`src/design/mtef_pkg.sv`:
```
`default_nettype none
// ----------------------------------------------------------------------------
// mtef_pkg
// Shared types and constants for the multichannel temperature EMA filter.
// ----------------------------------------------------------------------------
package mtef_pkg;

    localparam int TEMP_W    = 17;
    localparam int READING_W = 16;
    localparam int COUNT_W   = 5;
    localparam int CHAN_IN_W = 4;

    localparam logic [1:0] OP_INIT   = 2'd0;
    localparam logic [1:0] OP_SAMPLE = 2'd1;
    localparam logic [1:0] OP_QUERY  = 2'd2;

    localparam logic CFG_SENSORS_ENABLED = 1'b0;
    localparam logic CFG_DETECTED_COUNT  = 1'b1;

    localparam logic signed [TEMP_W-1:0] TEMP_MIN = -17'sd10240;
    localparam logic signed [TEMP_W-1:0] TEMP_MAX = 17'sd38400;
    localparam logic signed [15:0]       ALPHA_NUM = 16'sd13107;
    localparam int                       ALPHA_SHIFT = 16;

    typedef struct packed {
        logic do_init;
        logic do_clear;
        logic do_update;
    } ctrl_t;

endpackage
`default_nettype wire

```
`src/design/mtef_ema.sv`:
```
`default_nettype none
// ----------------------------------------------------------------------------
// mtef_ema
// Clamps a raw reading and blends it into the old channel value
// with alpha = 13107/65536, floor rounding.
// ----------------------------------------------------------------------------
module mtef_ema
(
    input  wire logic signed [mtef_pkg::READING_W-1:0] reading,
    input  wire logic signed [mtef_pkg::TEMP_W-1:0]    old_value,
    output logic signed [mtef_pkg::TEMP_W-1:0]         new_value
);

    logic signed [mtef_pkg::TEMP_W-1:0]   reading_ext;
    logic signed [mtef_pkg::TEMP_W-1:0]   clamped;
    logic signed [mtef_pkg::TEMP_W:0]     diff;
    logic signed [mtef_pkg::TEMP_W+16:0]  product;
    logic signed [mtef_pkg::TEMP_W+16:0]  step;

    always_comb
    begin
        reading_ext = mtef_pkg::TEMP_W'(reading);
        if (reading_ext < mtef_pkg::TEMP_MIN)
        begin
            clamped = mtef_pkg::TEMP_MIN;
        end
        else if (reading_ext > mtef_pkg::TEMP_MAX)
        begin
            clamped = mtef_pkg::TEMP_MAX;
        end
        else
        begin
            clamped = reading_ext;
        end
        diff      = (mtef_pkg::TEMP_W+1)'(clamped) - (mtef_pkg::TEMP_W+1)'(old_value);
        product   = (mtef_pkg::TEMP_W+17)'(diff) * (mtef_pkg::TEMP_W+17)'(mtef_pkg::ALPHA_NUM);
        step      = product >>> mtef_pkg::ALPHA_SHIFT;
        new_value = old_value + step[mtef_pkg::TEMP_W-1:0];
    end

endmodule
`default_nettype wire

```
`src/design/mtef_chan_state.sv`:
```
`default_nettype none
// ----------------------------------------------------------------------------
// mtef_chan_state
// Per-channel filtered values and health flags, plus the initialized flag.
// ----------------------------------------------------------------------------
module mtef_chan_state
#(
    parameter int CHANNELS = 4,
    localparam int CH_W = (CHANNELS > 1) ? $clog2(CHANNELS) : 1
)
(
    input  wire logic                                 clk,
    input  wire logic                                 rst_n,
    input  wire mtef_pkg::ctrl_t                      ctrl,
    input  wire logic [CH_W-1:0]                      ch_idx,
    input  wire logic signed [mtef_pkg::TEMP_W-1:0]   new_value,
    input  wire logic [mtef_pkg::COUNT_W-1:0]         detected_count,
    output logic signed [mtef_pkg::TEMP_W-1:0]        old_value,
    output logic                                      old_healthy,
    output logic                                      init_done
);

    logic signed [mtef_pkg::TEMP_W-1:0] value_reg [CHANNELS];
    logic [CHANNELS-1:0]                healthy_reg;
    logic                               init_done_reg;

    always_ff @(posedge clk or negedge rst_n)
    begin
        if (!rst_n)
        begin
            for (int i = 0; i < CHANNELS; i++)
            begin
                value_reg[i] <= '0;
            end
            healthy_reg   <= '0;
            init_done_reg <= 1'b0;
        end
        else
        begin
            for (int i = 0; i < CHANNELS; i++)
            begin
                if (ctrl.do_init)
                begin
                    value_reg[i]   <= '0;
                    healthy_reg[i] <= mtef_pkg::COUNT_W'(i) < detected_count;
                end
                else if (ctrl.do_clear)
                begin
                    value_reg[i]   <= '0;
                    healthy_reg[i] <= 1'b0;
                end
                else if (ctrl.do_update && (CH_W'(i) == ch_idx))
                begin
                    value_reg[i] <= new_value;
                end
            end
            if (ctrl.do_init)
            begin
                init_done_reg <= detected_count != '0;
            end
        end
    end

    assign old_value   = value_reg[ch_idx];
    assign old_healthy = healthy_reg[ch_idx];
    assign init_done   = init_done_reg;

endmodule
`default_nettype wire

```
`src/design/multichannel_temperature_ema_filter_core.sv`:
```
// Path: an accepted item passes through the input register and then the result register.
// Throughput: one word per cycle unless the output stalls; the channel state is updated
// in the same cycle the item moves from the input register to the result register.
// Reset: asynchronous, active low; clears all channel values, health flags and the
// initialized flag, sets sensors_enabled to 1 and detected_count to 0.
`default_nettype none
// ----------------------------------------------------------------------------
// multichannel_temperature_ema_filter_core
// Per-channel exponential moving average of temperature readings with
// init, sample and query operations.
// ----------------------------------------------------------------------------
module multichannel_temperature_ema_filter_core
#(
    parameter int CHANNELS = 4
)
(
    input  wire logic                                 clk,
    input  wire logic                                 rst_n,
    input  wire logic                                 cfg_we,
    input  wire logic                                 cfg_index,
    input  wire logic [mtef_pkg::COUNT_W-1:0]         cfg_wdata,
    input  wire logic                                 in_valid,
    output logic                                      in_stall,
    input  wire logic [1:0]                           operation,
    input  wire logic [mtef_pkg::CHAN_IN_W-1:0]       channel,
    input  wire logic signed [mtef_pkg::READING_W-1:0] reading,
    input  wire logic                                 reading_valid,
    output logic                                      out_valid,
    input  wire logic                                 out_stall,
    output logic signed [mtef_pkg::TEMP_W-1:0]        channel_temperature,
    output logic                                      channel_ok,
    output logic                                      initialized
);

    localparam int CH_W = (CHANNELS > 1) ? $clog2(CHANNELS) : 1;

    logic                                  sensors_enabled_reg;
    logic [mtef_pkg::COUNT_W-1:0]          detected_count_reg;

    logic                                  in_valid_reg;
    logic [1:0]                            op_reg;
    logic [mtef_pkg::CHAN_IN_W-1:0]        channel_reg;
    logic signed [mtef_pkg::READING_W-1:0] reading_reg;
    logic                                  reading_valid_reg;

    logic                                  out_valid_reg;
    logic signed [mtef_pkg::TEMP_W-1:0]    temp_reg;
    logic                                  ok_reg;
    logic                                  init_reg;

    logic                                  accept;
    logic                                  advance;
    logic                                  in_range;
    logic                                  is_init;
    logic                                  is_sample;
    logic                                  update_cond;
    logic [CH_W-1:0]                       ch_idx;
    logic signed [mtef_pkg::TEMP_W-1:0]    old_value;
    logic signed [mtef_pkg::TEMP_W-1:0]    new_value;
    logic                                  old_healthy;
    logic                                  init_done;
    mtef_pkg::ctrl_t                       ctrl;

    logic signed [mtef_pkg::TEMP_W-1:0]    temp_next;
    logic                                  ok_next;
    logic                                  init_next;

    always_ff @(posedge clk or negedge rst_n)
    begin
        if (!rst_n)
        begin
            sensors_enabled_reg <= 1'b1;
            detected_count_reg  <= '0;
        end
        else if (cfg_we)
        begin
            unique case (cfg_index)
                mtef_pkg::CFG_SENSORS_ENABLED: sensors_enabled_reg <= cfg_wdata[0];
                mtef_pkg::CFG_DETECTED_COUNT:  detected_count_reg  <= cfg_wdata;
                default:                       ;
            endcase
        end
    end

    assign advance  = in_valid_reg && (!out_valid_reg || !out_stall);
    assign in_stall = in_valid_reg && !advance;
    assign accept   = in_valid && !in_stall;

    always_ff @(posedge clk or negedge rst_n)
    begin
        if (!rst_n)
        begin
            in_valid_reg <= 1'b0;
        end
        else if (accept)
        begin
            in_valid_reg <= 1'b1;
        end
        else if (advance)
        begin
            in_valid_reg <= 1'b0;
        end
    end

    always_ff @(posedge clk)
    begin
        if (accept)
        begin
            op_reg            <= operation;
            channel_reg       <= channel;
            reading_reg       <= reading;
            reading_valid_reg <= reading_valid;
        end
    end

    assign in_range  = {1'b0, channel_reg} < mtef_pkg::COUNT_W'(CHANNELS);
    assign ch_idx    = channel_reg[CH_W-1:0];
    assign is_init   = op_reg == mtef_pkg::OP_INIT;
    assign is_sample = op_reg == mtef_pkg::OP_SAMPLE;
    assign update_cond = is_sample && sensors_enabled_reg && in_range
                         && old_healthy && reading_valid_reg;

    assign ctrl.do_init   = advance && is_init;
    assign ctrl.do_clear  = advance && is_sample && !sensors_enabled_reg;
    assign ctrl.do_update = advance && update_cond;

    mtef_ema u_ema
    (
        .reading   (reading_reg),
        .old_value (old_value),
        .new_value (new_value)
    );

    mtef_chan_state #(.CHANNELS(CHANNELS)) u_state
    (
        .clk            (clk),
        .rst_n          (rst_n),
        .ctrl           (ctrl),
        .ch_idx         (ch_idx),
        .new_value      (new_value),
        .detected_count (detected_count_reg),
        .old_value      (old_value),
        .old_healthy    (old_healthy),
        .init_done      (init_done)
    );

    always_comb
    begin
        init_next = is_init ? (detected_count_reg != '0) : init_done;
        if (!in_range)
        begin
            temp_next = '0;
            ok_next   = 1'b0;
        end
        else if (is_init)
        begin
            temp_next = '0;
            ok_next   = {1'b0, channel_reg} < detected_count_reg;
        end
        else if (is_sample && !sensors_enabled_reg)
        begin
            temp_next = '0;
            ok_next   = 1'b0;
        end
        else if (update_cond)
        begin
            temp_next = new_value;
            ok_next   = old_healthy;
        end
        else
        begin
            temp_next = old_value;
            ok_next   = old_healthy;
        end
    end

    always_ff @(posedge clk or negedge rst_n)
    begin
        if (!rst_n)
        begin
            out_valid_reg <= 1'b0;
        end
        else if (advance)
        begin
            out_valid_reg <= 1'b1;
        end
        else if (!out_stall)
        begin
            out_valid_reg <= 1'b0;
        end
    end

    always_ff @(posedge clk)
    begin
        if (advance)
        begin
            temp_reg <= temp_next;
            ok_reg   <= ok_next;
            init_reg <= init_next;
        end
    end

    assign out_valid           = out_valid_reg;
    assign channel_temperature = temp_reg;
    assign channel_ok          = ok_reg;
    assign initialized         = init_reg;

`ifndef NO_ASSERTIONS
    a_stall_needs_word: assert property (@(posedge clk) disable iff (!rst_n)
        !in_valid_reg |-> !in_stall)
        else $error("input stalled with empty input register");

    a_init_flag: assert property (@(posedge clk) disable iff (!rst_n)
        (advance && is_init) |=> (initialized == ($past(detected_count_reg) != '0)))
        else $error("initialized does not follow detected count after init");

    a_out_of_range: assert property (@(posedge clk) disable iff (!rst_n)
        (advance && !in_range) |=> (channel_temperature == '0 && !channel_ok))
        else $error("out-of-range channel returned nonzero result");

    a_disabled_clear: assert property (@(posedge clk) disable iff (!rst_n)
        (advance && is_sample && !sensors_enabled_reg)
        |=> (channel_temperature == '0 && !channel_ok))
        else $error("disabled sample did not clear channel");
`endif

endmodule
`default_nettype wire
```
`config.mk`:
```
export PLATFORM = sky130hd
export DESIGN_NAME = multichannel_temperature_ema_filter_core
export DESIGN_NICKNAME = d
export VERILOG_FILES = /design/src/design/mtef_pkg.sv /design/src/design/mtef_ema.sv /design/src/design/mtef_chan_state.sv /design/src/design/multichannel_temperature_ema_filter_core.sv
export SDC_FILE = /design/constraint.sdc
export NUM_CORES = 1
export LEC_CHECK = 0
export BUFFER_PORTS_ARGS = -buffer_cell sky130_fd_sc_hd__buf_2
export CAP_MARGIN = 20
export CORE_ASPECT_RATIO = 1.75
export CORE_MARGIN = 1.5
export CORE_UTILIZATION = 63
export CTS_CLUSTER_DIAMETER = 200
export DETAILED_ROUTE_END_ITERATION = 7
export HOLD_SLACK_MARGIN = 0.1
export PLACE_DENSITY = 0.86
export SLEW_MARGIN = 20
export SYNTH_ARGS = -nofsm -noshare
export SYNTH_HDL_FRONTEND = slang
export SYNTH_SLANG_ARGS = --single-unit
```
`constraint.sdc`:
```
create_clock -name clk -period 13.65 [get_ports clk]
set_input_delay 1.365 -clock clk [delete_from_list [all_inputs] [get_ports clk]]
set_output_delay 1.365 -clock clk [all_outputs]
set_load 0.02 [all_outputs]
```
==> metrics.md, run 1 <==
| Metric | Value |
|---|---|
| Outcome | `finished, final reports clean` |
| Synthesized area | `11820 µm²` |
| Data required, critical path | `13.85 ns` |
| Largest family of logic cells by synthesized area | `adder cells` |
| Hold Path Sink | `u_state.healthy_reg[0]` |
| RSZ-0062 raised after global routing | `false` |
| CTS tree | `done` |
| Hold_buf cts | `0` |
| Worst Hold Class | `reg -> reg` |
| Reg area | `3289 µm²` |
| Share of cells above drive strength 1 | `12.20%` |
| Drt pass-1 iters | `7` |
| Routability Congestion | `0.9711` |
| Total number of vias | `9545` |
| Area of the multi-input gates | `7835 µm²` |
| Hpwl dp | `24690 µm` |
| First-pass GRT wire length | `51490 µm` |
| WP buf/inv | `4` |
| Worst slew pin tran | `1.117 ns` |
| Hold Path Stages | `2` |
| Ant diodes | `0` |
| Fmax | `91.57 MHz` |
| Clock Sinks | `123` |
| CP max stage cell | `fa_1` |
| Top cell type's share of synthesized area | `16.94%` |
| YS warnings | `0` |
| Syn Nets | `1471` |
| Root Buffer | `clkbuf_16` |
| Post-DRT Antenna Nets | `0` |
| CTS Buffer Depth | `3` |
| Sequential area share after synthesis | `27.83%` |
| Synth cell count leaders | `nand2_1, ha_1, inv_1` |
| Reg2reg end | `channel_temperature[16]` |
| Cell count after synthesis | `1216` |
| Slew Viols, Final | `0` |
| DIE AREA | `19630 µm²` |
| Setup Skew | `0.02225 ns` |
| RR Startpoint | `reading_reg[13]` |
| Num CTS Buffers | `25` |
| Initial antenna violation count | `0` |
| Crit path DAT | `11.12 ns` |
| Die width | `106.5 µm` |
| Clock Latency Late Sink | `0.46 ns` |
| Post-synth EDFFs | `42` |
| GR Overflow Total | `0` |
| Top Ports | `55` |
| Most frequent CP cell | `ha_1` |
| Ys async rst share | `65.85%` |
| Overall routing resource usage | `34.76%` |
| Vias per inst | `6.325` |
| Mean Syn Cell Area | `9.720 µm²` |
| CP top delay family | `adder cells` |
| Kind of critical path | `reg -> reg` |
| Headroom to the max-slew limit | `25.47%` |
| Worst setup EP type | `flop` |
| Post-cts repair resize count | `0` |
| Reg2Reg Setup Slack | `2.73 ns` |
| FF-to-FF path depth | `38` |
| DRT iter0 DRCs | `547` |
| H-tree Lvls | `4` |
| Max cap viols | `0` |
| Pin count of the biggest net entering global routing | `55` |
| Hold Fails Final Rpt | `0` |
| FF+latch count, synth | `123` |
| Clock slew at reported path FFs | `0.05 ns` |
| Hold_ws | `0.4884 ns` |
| Setup Viol. Count Final | `0` |
| Largest register FFs | `68` |
| Setup Buffers After CTS | `0` |
| Min Tclk post-route | `10.92 ns` |
| Buffers on Ports | `54` |
| Most common cell in the netlist | `nand2_1` |
| CP Max Fanout | `26` |
| Synth Area in Simple Gates | `11.86%` |
| Synthesis-to-finish area growth | `9.919%` |
| Filler cell count | `1310` |
| Post-synthesis compound-gate area fraction | `13.80%` |
| CP peak stage delay | `0.55 ns` |
| Initial Utilization | `63.90%` |
| Total Wirelength | `32730 µm` |
| Yosys top cell by area | `dfrtp_1` |
| Post-Synth XOR/XNOR Area | `8.055%` |
| Synth cell types | `70` |
| Top post-synthesis cells by area | `dfrtp_1, ha_1, fa_1` |
| Routed len/inst | `21.69 µm` |
| Worst setup SP type | `flop` |
| Period utilisation layout | `80.00%` |
| Top_reg_cell synth | `dfrtp_1` |
| Num rows | `66` |
| Die height | `184.2 µm` |
| Synth Area in Adders | `27.90%` |
| Multiplexer area fraction after synthesis | `4.594%` |
| Number of global-route vias before repair | `10244` |
| Final Util | `70.24%` |
| Min-Delay Startpoint | `u_state.healthy_reg[0]` |
| Core area | `18500 µm²` |
| Final nets | `1520` |
| Remaining DRCs | `0` |
| Post-Route Setup TNS | `0 ns` |
## worst max-delay path by stage
stage,startpoint,to,slack (ns),cells after the start
2_1_floorplan,channel_reg[0],channel_temperature[16],3.65,40
3_3_place_gp,reading_reg[12],channel_temperature[16],3.07,38
3_5_place_dp,reading_reg[13],channel_temperature[16],2.81,38
4_1_cts,reading_reg[13],channel_temperature[16],2.77,38
5_1_grt,reading_reg[12],channel_temperature[16],1.98,38
6_report,reading_reg[13],channel_temperature[16],2.73,38
## area by class of cell
class,instances,area share [%]
clock buffers,28,4.979
clock inverters,5,0.5778
inverters,132,3.814
multi-input cells,920,60.30
flip-flops and latches,123,25.32
well taps,238,2.292
repair buffers,63,2.716
## layout by cell type, fill, tap and decap left out, drive strengths merged, types with 29 or more instances in the layout
master / Yosys / layout
a21o: 40 / 40
a21oi: 110 / 110
buf: 9 / 63
dfrtp: 80 / 80
edfxtp: 42 / 42
fa: 71 / 71
ha: 150 / 150
inv: 132 / 132
nand2: 157 / 157
nand3: 29 / 29
nor2: 55 / 55
o21ai: 48 / 48
xnor2: 45 / 45
xor2: 53 / 53
## worst register-to-register path: cells and delay by family, from the launching register on
kind,cells,cell delay [ns]
adders and majority gates,10,4.15
AOI/OAI and AO/OA,13,2.98
and+or+nand+nor,8,1.66
buffers and inverters,4,0.84
xor gates and xnor gates,3,0.64
DFF,1,0.39
## stage by stage
step	cell area, µm²	cells	setup slack (ns)
2_1_floorplan	11820	1216	3.649
3_3_place_gp	12250	1475	3.069
3_5_place_dp	12270	1476	2.805
4_1_cts	12990	1509	2.767
5_1_grt	12990	1509	1.979
6_report	12990	1509	2.729
## routing by layer
| metal | vias to the layer above | track usage (%) | share of wire (%) |
|---|---|---|---|
| li1 | 4256 | - | - |
| met3 | 201 | 4.385 | 5.3 |
| met5 | - | 0 | 0 |
| met4 | 0 | 30.13 | 9.6 |
| met2 | 499 | 64.41 | 54 |
| met1 | 4589 | 33.07 | 32 |
## cell families after synthesis
group	after synthesis
compound gates	254
xor+xnor	98
fa+ha+maj	221
buf+inv	173
flops	123
mux	31
simple gates	316
Power of run 1 is left out: the tool's default activity adds up to more than one toggle a clock period on the data nets, which glitch-free logic cannot reach.
==> run 2: changes to the inputs <==
==> constraint.sdc (replaced) <==
create_clock -name clk -period 10.5 [get_ports clk]
set_input_delay 1.05 -clock clk [delete_from_list [all_inputs] [get_ports clk]]
set_output_delay 1.05 -clock clk [all_outputs]
set_load 0.02 [all_outputs]
==> run 2 against run 1 <==
- first-iteration DRC count grew 16%
- cell area grew 1.2%
- core utilization up 0.81 points
- clock-buffer cell count stayed put
==> metrics.md, run 2 (synthesized netlist as in run 1, its figures left out) <==
| Metric | Value |
|---|---|
| Outcome | `finished, final reports clean` |
| CP max stage cell | `fa_1` |
| Worst Hold Class | `reg -> reg` |
| Data required, critical path | `10.66 ns` |
| Initial Utilization | `63.90%` |
| CTS Buffer Depth | `3` |
| Final setup slack of the worst path | `0.5028 ns` |
| Period utilisation layout | `95.21%` |
| Critical Path Source | `reading_reg[12]` |
| Share of cells above drive strength 1 | `13.54%` |
| Drt pass-1 iters | `5` |
| Crit path DAT | `10.16 ns` |
| Clock slew at reported path FFs | `0.05 ns` |
| Routing usage on met1 | `32.46%` |
| Setup crit end | `channel_temperature[16]` |
| Dpl ws | `0.1951 ns` |
| CTS tree | `done` |
| First-pass GRT wire length | `52520 µm` |
| Die height | `184.2 µm` |
| Number of global-route vias before repair | `10390` |
| Hold Fails Final Rpt | `0` |
| Worst setup SP type | `flop` |
| FF-to-FF path depth | `40` |
| Max cap viols | `0` |
| Headroom to the max-slew limit | `24.92%` |
| Setup Viol. Count Final | `0` |
| Post-Route Setup TNS | `0 ns` |
| Core area | `18500 µm²` |
| Reg2Reg Setup Slack | `0.50 ns` |
| Root Buffer | `clkbuf_16` |
| Final Util | `71.05%` |
| Post-DRT Antenna Nets | `0` |
| Most frequent CP cell | `ha_1` |
| Met2 usage | `64.52%` |
| CP Max Fanout | `15` |
| Global routing's busiest layer | `met2` |
| Most frequent cells in the layout | `nand2_1, ha_1, inv_1` |
| CP peak stage delay | `0.58 ns` |
| Vias per inst | `6.362` |
| DIE AREA | `19630 µm²` |
| Ant diodes | `0` |
| Setup Skew | `0.02118 ns` |
| Slew Viols, Final | `0` |
| Total Wirelength | `33330 µm` |
| Total number of vias | `9689` |
| Most common cell after layout, fill and taps aside | `nand2_1` |
| Filler cell count | `1316` |
| Clock Latency Late Sink | `0.47 ns` |
| Top Ports | `55` |
| Routability Congestion | `1.004` |
| Clock Sinks | `123` |
| Routed len/inst | `21.89 µm` |
| Min Tclk post-route | `9.997 ns` |
| Remaining DRCs | `0` |
| GR Overflow Total | `0` |
| Buffers on Ports | `54` |
| Largest register FFs | `68` |
| GR Layer Usage met3 | `5.658%` |
| Kind of critical path | `reg -> reg` |
| Hold_buf cts | `0` |
| Num rows | `66` |
| DRT iter0 DRCs | `632` |
| H-tree Lvls | `4` |
| Die width | `106.5 µm` |
| Worst setup EP type | `flop` |
| RR Startpoint | `reading_reg[12]` |
| Hpwl dp | `25080 µm` |
| Initial antenna violation count | `0` |
| Num CTS Buffers | `25` |
| Synthesis-to-finish area growth | `11.19%` |
| Final nets | `1535` |
| Pin count of the biggest net entering global routing | `82` |
| Reg2reg end | `channel_temperature[16]` |
| RSZ-0062 raised after global routing | `true` |
| Worst slew pin tran | `1.126 ns` |
| Overall routing resource usage | `35.54%` |
| Fmax | `100.0 MHz` |
[run 2: cell types whose count changed in the layout (fill, tap and decap cells not counted), sizes merged]
| cell | change |
|---|---|
| buf | +15 |
| bufinv | -1 |
[run 2: how the worst min path moves through the flow]
stage	from	endpoint	slack [ns]	depth (start not counted)
after global placement	u_state.healthy_reg[1]	u_state.healthy_reg[1]	0.46	2
after CTS	u_state.init_done	u_state.init_done	0.48	2
after global routing	u_state.init_done	u_state.init_done	0.51	2
after floorplan	u_state.healthy_reg[2]	u_state.healthy_reg[2]	0.44	2
final	u_state.init_done	u_state.init_done	0.49	2
after detailed placement	u_state.init_done	u_state.init_done	0.48	2
[run 2: timing repair]
action                     CTS  global route
setup buffers                0             2
gates resized for setup      0            12
setup endpoints to repair    0            40
[run 2: layer usage]
metal	vias up	part of all wire (%)
li1	4272	-
met1	4599	30
met2	559	52
met3	259	6.2
met4	0	12
met5	-	0
[run 2: final cells by class]
| cell class | count | area (µm²) | share of cell area (%) |
|---|---|---|---|
| multi-input cells | 920 | 7903 | 60.13 |
| flip-flops and latches | 123 | 3289 | 25.03 |
| clock buffers | 28 | 646.9 | 4.922 |
| inverters | 132 | 495.5 | 3.770 |
| repair buffers | 78 | 469.2 | 3.570 |
| well taps | 238 | 297.8 | 2.266 |
| clock inverters | 4 | 41.29 | 0.3142 |
[run 2: worst max-delay path, delay by kind of cell (launching register included)]
family	cells	cell delay [ns]
fa+ha+maj	11	3.97
xor+xnor	5	0.99
buf+inv	1	0.06
simple gates	5	0.93
flops	1	0.35
compound gates	18	3.38
[run 2: metrics by stage]
stage	instances	hold slack, ns	instance area (µm²)
after detailed placement	1489	0.4765	12370
final	1523	0.4852	13140
after floorplan	1216	0.4446	11820
after CTS	1521	0.4841	13060
after global routing	1523	0.5050	13140
after global placement	1489	0.4581	12370
Power of run 2 is left out for the same reason.
==> run 3: changes to the inputs <==
--- a/config.mk
+++ b/config.mk
@@ -17,4 +17,5 @@
 export SLEW_MARGIN = 20
 export SYNTH_ARGS = -nofsm -noshare
 export SYNTH_HDL_FRONTEND = slang
+export SYNTH_HIERARCHICAL = 1
 export SYNTH_SLANG_ARGS = --single-unit
==> run 3 against run 2 <==
- cell area rose by 8.8%
- flip-flop and latch count did not move
- worst hold slack got worse by 0.076 ns
- via count fell by 2.3%
- non-clock buffer count rose by 18
- critical path type unchanged
- critical endpoint is now u_state/value_reg[16]
- final cell count rose by 3.2%
==> metrics.md, run 3 <==
| Metric | Value |
|---|---|
| Synthesized area | `12770 µm²` |
| Data required, critical path | `10.85 ns` |
| Reg2reg end | `u_state/value_reg[16]` |
| First-pass GRT wire length | `51030 µm` |
| Buffers on Ports | `54` |
| Core area | `19820 µm²` |
| Initial antenna violation count | `1` |
| Synth cell types | `81` |
| Worst slew pin tran | `0.9432 ns` |
| Slew Viols, Final | `0` |
| H-tree Lvls | `4` |
| Final nets | `1575` |
| Routability Congestion | `0.9424` |
| Top_reg_cell synth | `dfrtp_1` |
| Worst Hold Class | `in -> async` |
| Outcome | `finished, final reports clean` |
| DIE AREA | `21170 µm²` |
| Dpl ws | `-0.1123 ns` |
| Top Ports | `55` |
| Yosys top cell by area | `dfrtp_1` |
| Overall routing resource usage | `30.53%` |
| Die height | `191.4 µm` |
| Synth cell count leaders | `inv_1, ha_1, dfrtp_1` |
| Post-Route Setup TNS | `0 ns` |
| CTS Buffer Depth | `3` |
| Vias per inst | `6.023` |
| Synthesis-to-finish area growth | `11.90%` |
| GR Overflow Total | `0` |
| Total number of vias | `9462` |
| Ys async rst share | `65.85%` |
| Most frequent cells in the layout | `inv_1, ha_1, dfrtp_1` |
| Reg2Reg Setup Slack | `0.34 ns` |
| Most common cell in the netlist | `inv_1` |
| Final setup slack of the worst path | `0.3377 ns` |
| Worst setup EP type | `flop` |
| Top cell type's share of synthesized area | `15.67%` |
| GR Layer Usage met3 | `3.075%` |
| DP Cell Count | `1523` |
| Clock slew at reported path FFs | `0.06 ns` |
| Root Buffer | `clkbuf_16` |
| Reg area | `3289 µm²` |
| Most frequent CP cell | `ha_1` |
| Remaining DRCs | `0` |
| Global routing's busiest layer | `met2` |
| CTS tree | `done` |
| Most common cell after layout, fill and taps aside | `inv_1` |
| Headroom to the max-slew limit | `36.97%` |
| CP max stage cell | `or4_4` |
| Filler cell count | `1379` |
| Area of the multi-input gates | `8688 µm²` |
| Min Tclk post-route | `10.16 ns` |
| Total Wirelength | `32180 µm` |
| Ant diodes | `0` |
| CP peak stage delay | `0.56 ns` |
| Share of cells above drive strength 1 | `17.27%` |
| Post-DRT Antenna Nets | `0` |
| Pin count of the biggest net entering global routing | `93` |
| Final Cell Area | `14300 µm²` |
| Cell count after synthesis | `1239` |
| Fmax | `98.40 MHz` |
| Worst setup SP type | `flop` |
| Max cap viols | `0` |
| Top post-synthesis cells by area | `dfrtp_1, ha_1, fa_1` |
| Clock Sinks | `123` |
| FF-to-FF path depth | `39` |
| Met2 usage | `58.40%` |
| DRT iter0 DRCs | `538` |
| Post-synth EDFFs | `42` |
| Hpwl dp | `24010 µm` |
| FF+latch count, synth | `123` |
| Number of global-route vias before repair | `10232` |
| Clock Latency Late Sink | `0.46 ns` |
| Routing usage on met1 | `31.50%` |
| Die width | `110.6 µm` |
| Routed len/inst | `20.48 µm` |
| Final cell count without fillers | `1571` |
| Setup Skew | `0.02195 ns` |
| Kind of critical path | `reg -> reg` |
| Mean Syn Cell Area | `10.31 µm²` |
| Sequential area share after synthesis | `25.75%` |
| Drt pass-1 iters | `5` |
| Syn Nets | `1494` |
| RR Startpoint | `channel_reg[0]` |
| Period utilisation layout | `96.78%` |
| Dpl cell area | `13310 µm²` |
| Crit path DAT | `10.51 ns` |
| Setup Viol. Count Final | `0` |
| Num rows | `68` |
| Hold_buf cts | `0` |
| CP Max Fanout | `4` |
| YS warnings | `6` |
| Largest register FFs | `68` |
| Initial Utilization | `64.44%` |
| Num CTS Buffers | `25` |
| Hold Fails Final Rpt | `0` |
[run 3: cell count changes in the layout (fill, tap and decap cells not counted), moves of 13 or more]
cell and delta:
nand2_1 -99, or3b_1 +78, mux2i_1 +64, inv_1 +58
a21oi_1 -52, o21ai_0 -35, buf_4 +18, nor2_1 -16
a21oi_2 +13
[run 3: worst max-delay path, delay by kind of cell, from the launching register on]
| kind | cells | cell delay, ns |
|---|---|---|
| buf+inv | 5 | 0.49 |
| flops | 1 | 0.39 |
| compound gates | 10 | 2.08 |
| simple gates | 8 | 2.26 |
| xor+xnor | 5 | 0.93 |
| fa+ha+maj | 9 | 3.36 |
| mux | 2 | 0.52 |
[run 3: area by class of cell]
class	count	share of cell area, %
Clock buffer	31	4.674
Multi-Input combinational cell	884	60.78
Clock inverter	2	0.2363
Tap cell	245	2.144
Inverter	190	4.989
Sequential cell	123	23.01
Timing Repair Buffer	96	4.166
[run 3: repair_timing]
action / CTS / global route
resized for setup: 2 / 32
setup buffers: 5 / 10
setup endpoints to repair: 8 / 31
pin swaps: 1 / 7
[run 3: kinds of logic after synthesis]
kind of cell / after synthesis / share of synthesized area, %
AND/OR/NAND/NOR: 302 / 15.08
XOR/XNOR: 95 / 6.895
AO/OA/AOI/OAI: 171 / 9.599
multiplexers: 95 / 9.265
adder cells (fa/ha/maj): 221 / 25.82
buffers and inverters: 232 / 7.591
flip-flops: 123 / 25.75
[run 3: worst max path at each step]
| stage | to | startpoint | cells after the start |
|---|---|---|---|
| detailed placement | u_state/value_reg[50] | channel_reg[0] | 38 |
| finish | u_state/value_reg[16] | channel_reg[0] | 39 |
| global placement | u_state/value_reg[50] | channel_reg[0] | 38 |
| global route | u_state/value_reg[16] | channel_reg[1] | 42 |
| floorplan | u_state/value_reg[67] | channel_reg[0] | 41 |
| CTS | u_state/value_reg[16] | reading_reg[12] | 41 |
[run 3: layer usage]
| metal | vias to the layer above | wire, µm |
|---|---|---|
| li1 | 4405 | - |
| met1 | 4640 | 11270 |
| met2 | 296 | 17880 |
| met3 | 119 | 1079 |
| met4 | 2 | 1934 |
| met5 | - | 13 |
[run 3: stage by stage]
stage                     util, %  hold WS (ns)
after floorplan                 -        0.4632
after global placement      67.10        0.4978
after detailed placement    67.16        0.5004
after CTS                   70.98        0.3998
after global routing        72.11        0.4065
final                       72.11        0.4089
Power of run 3 is left out for the same reason.
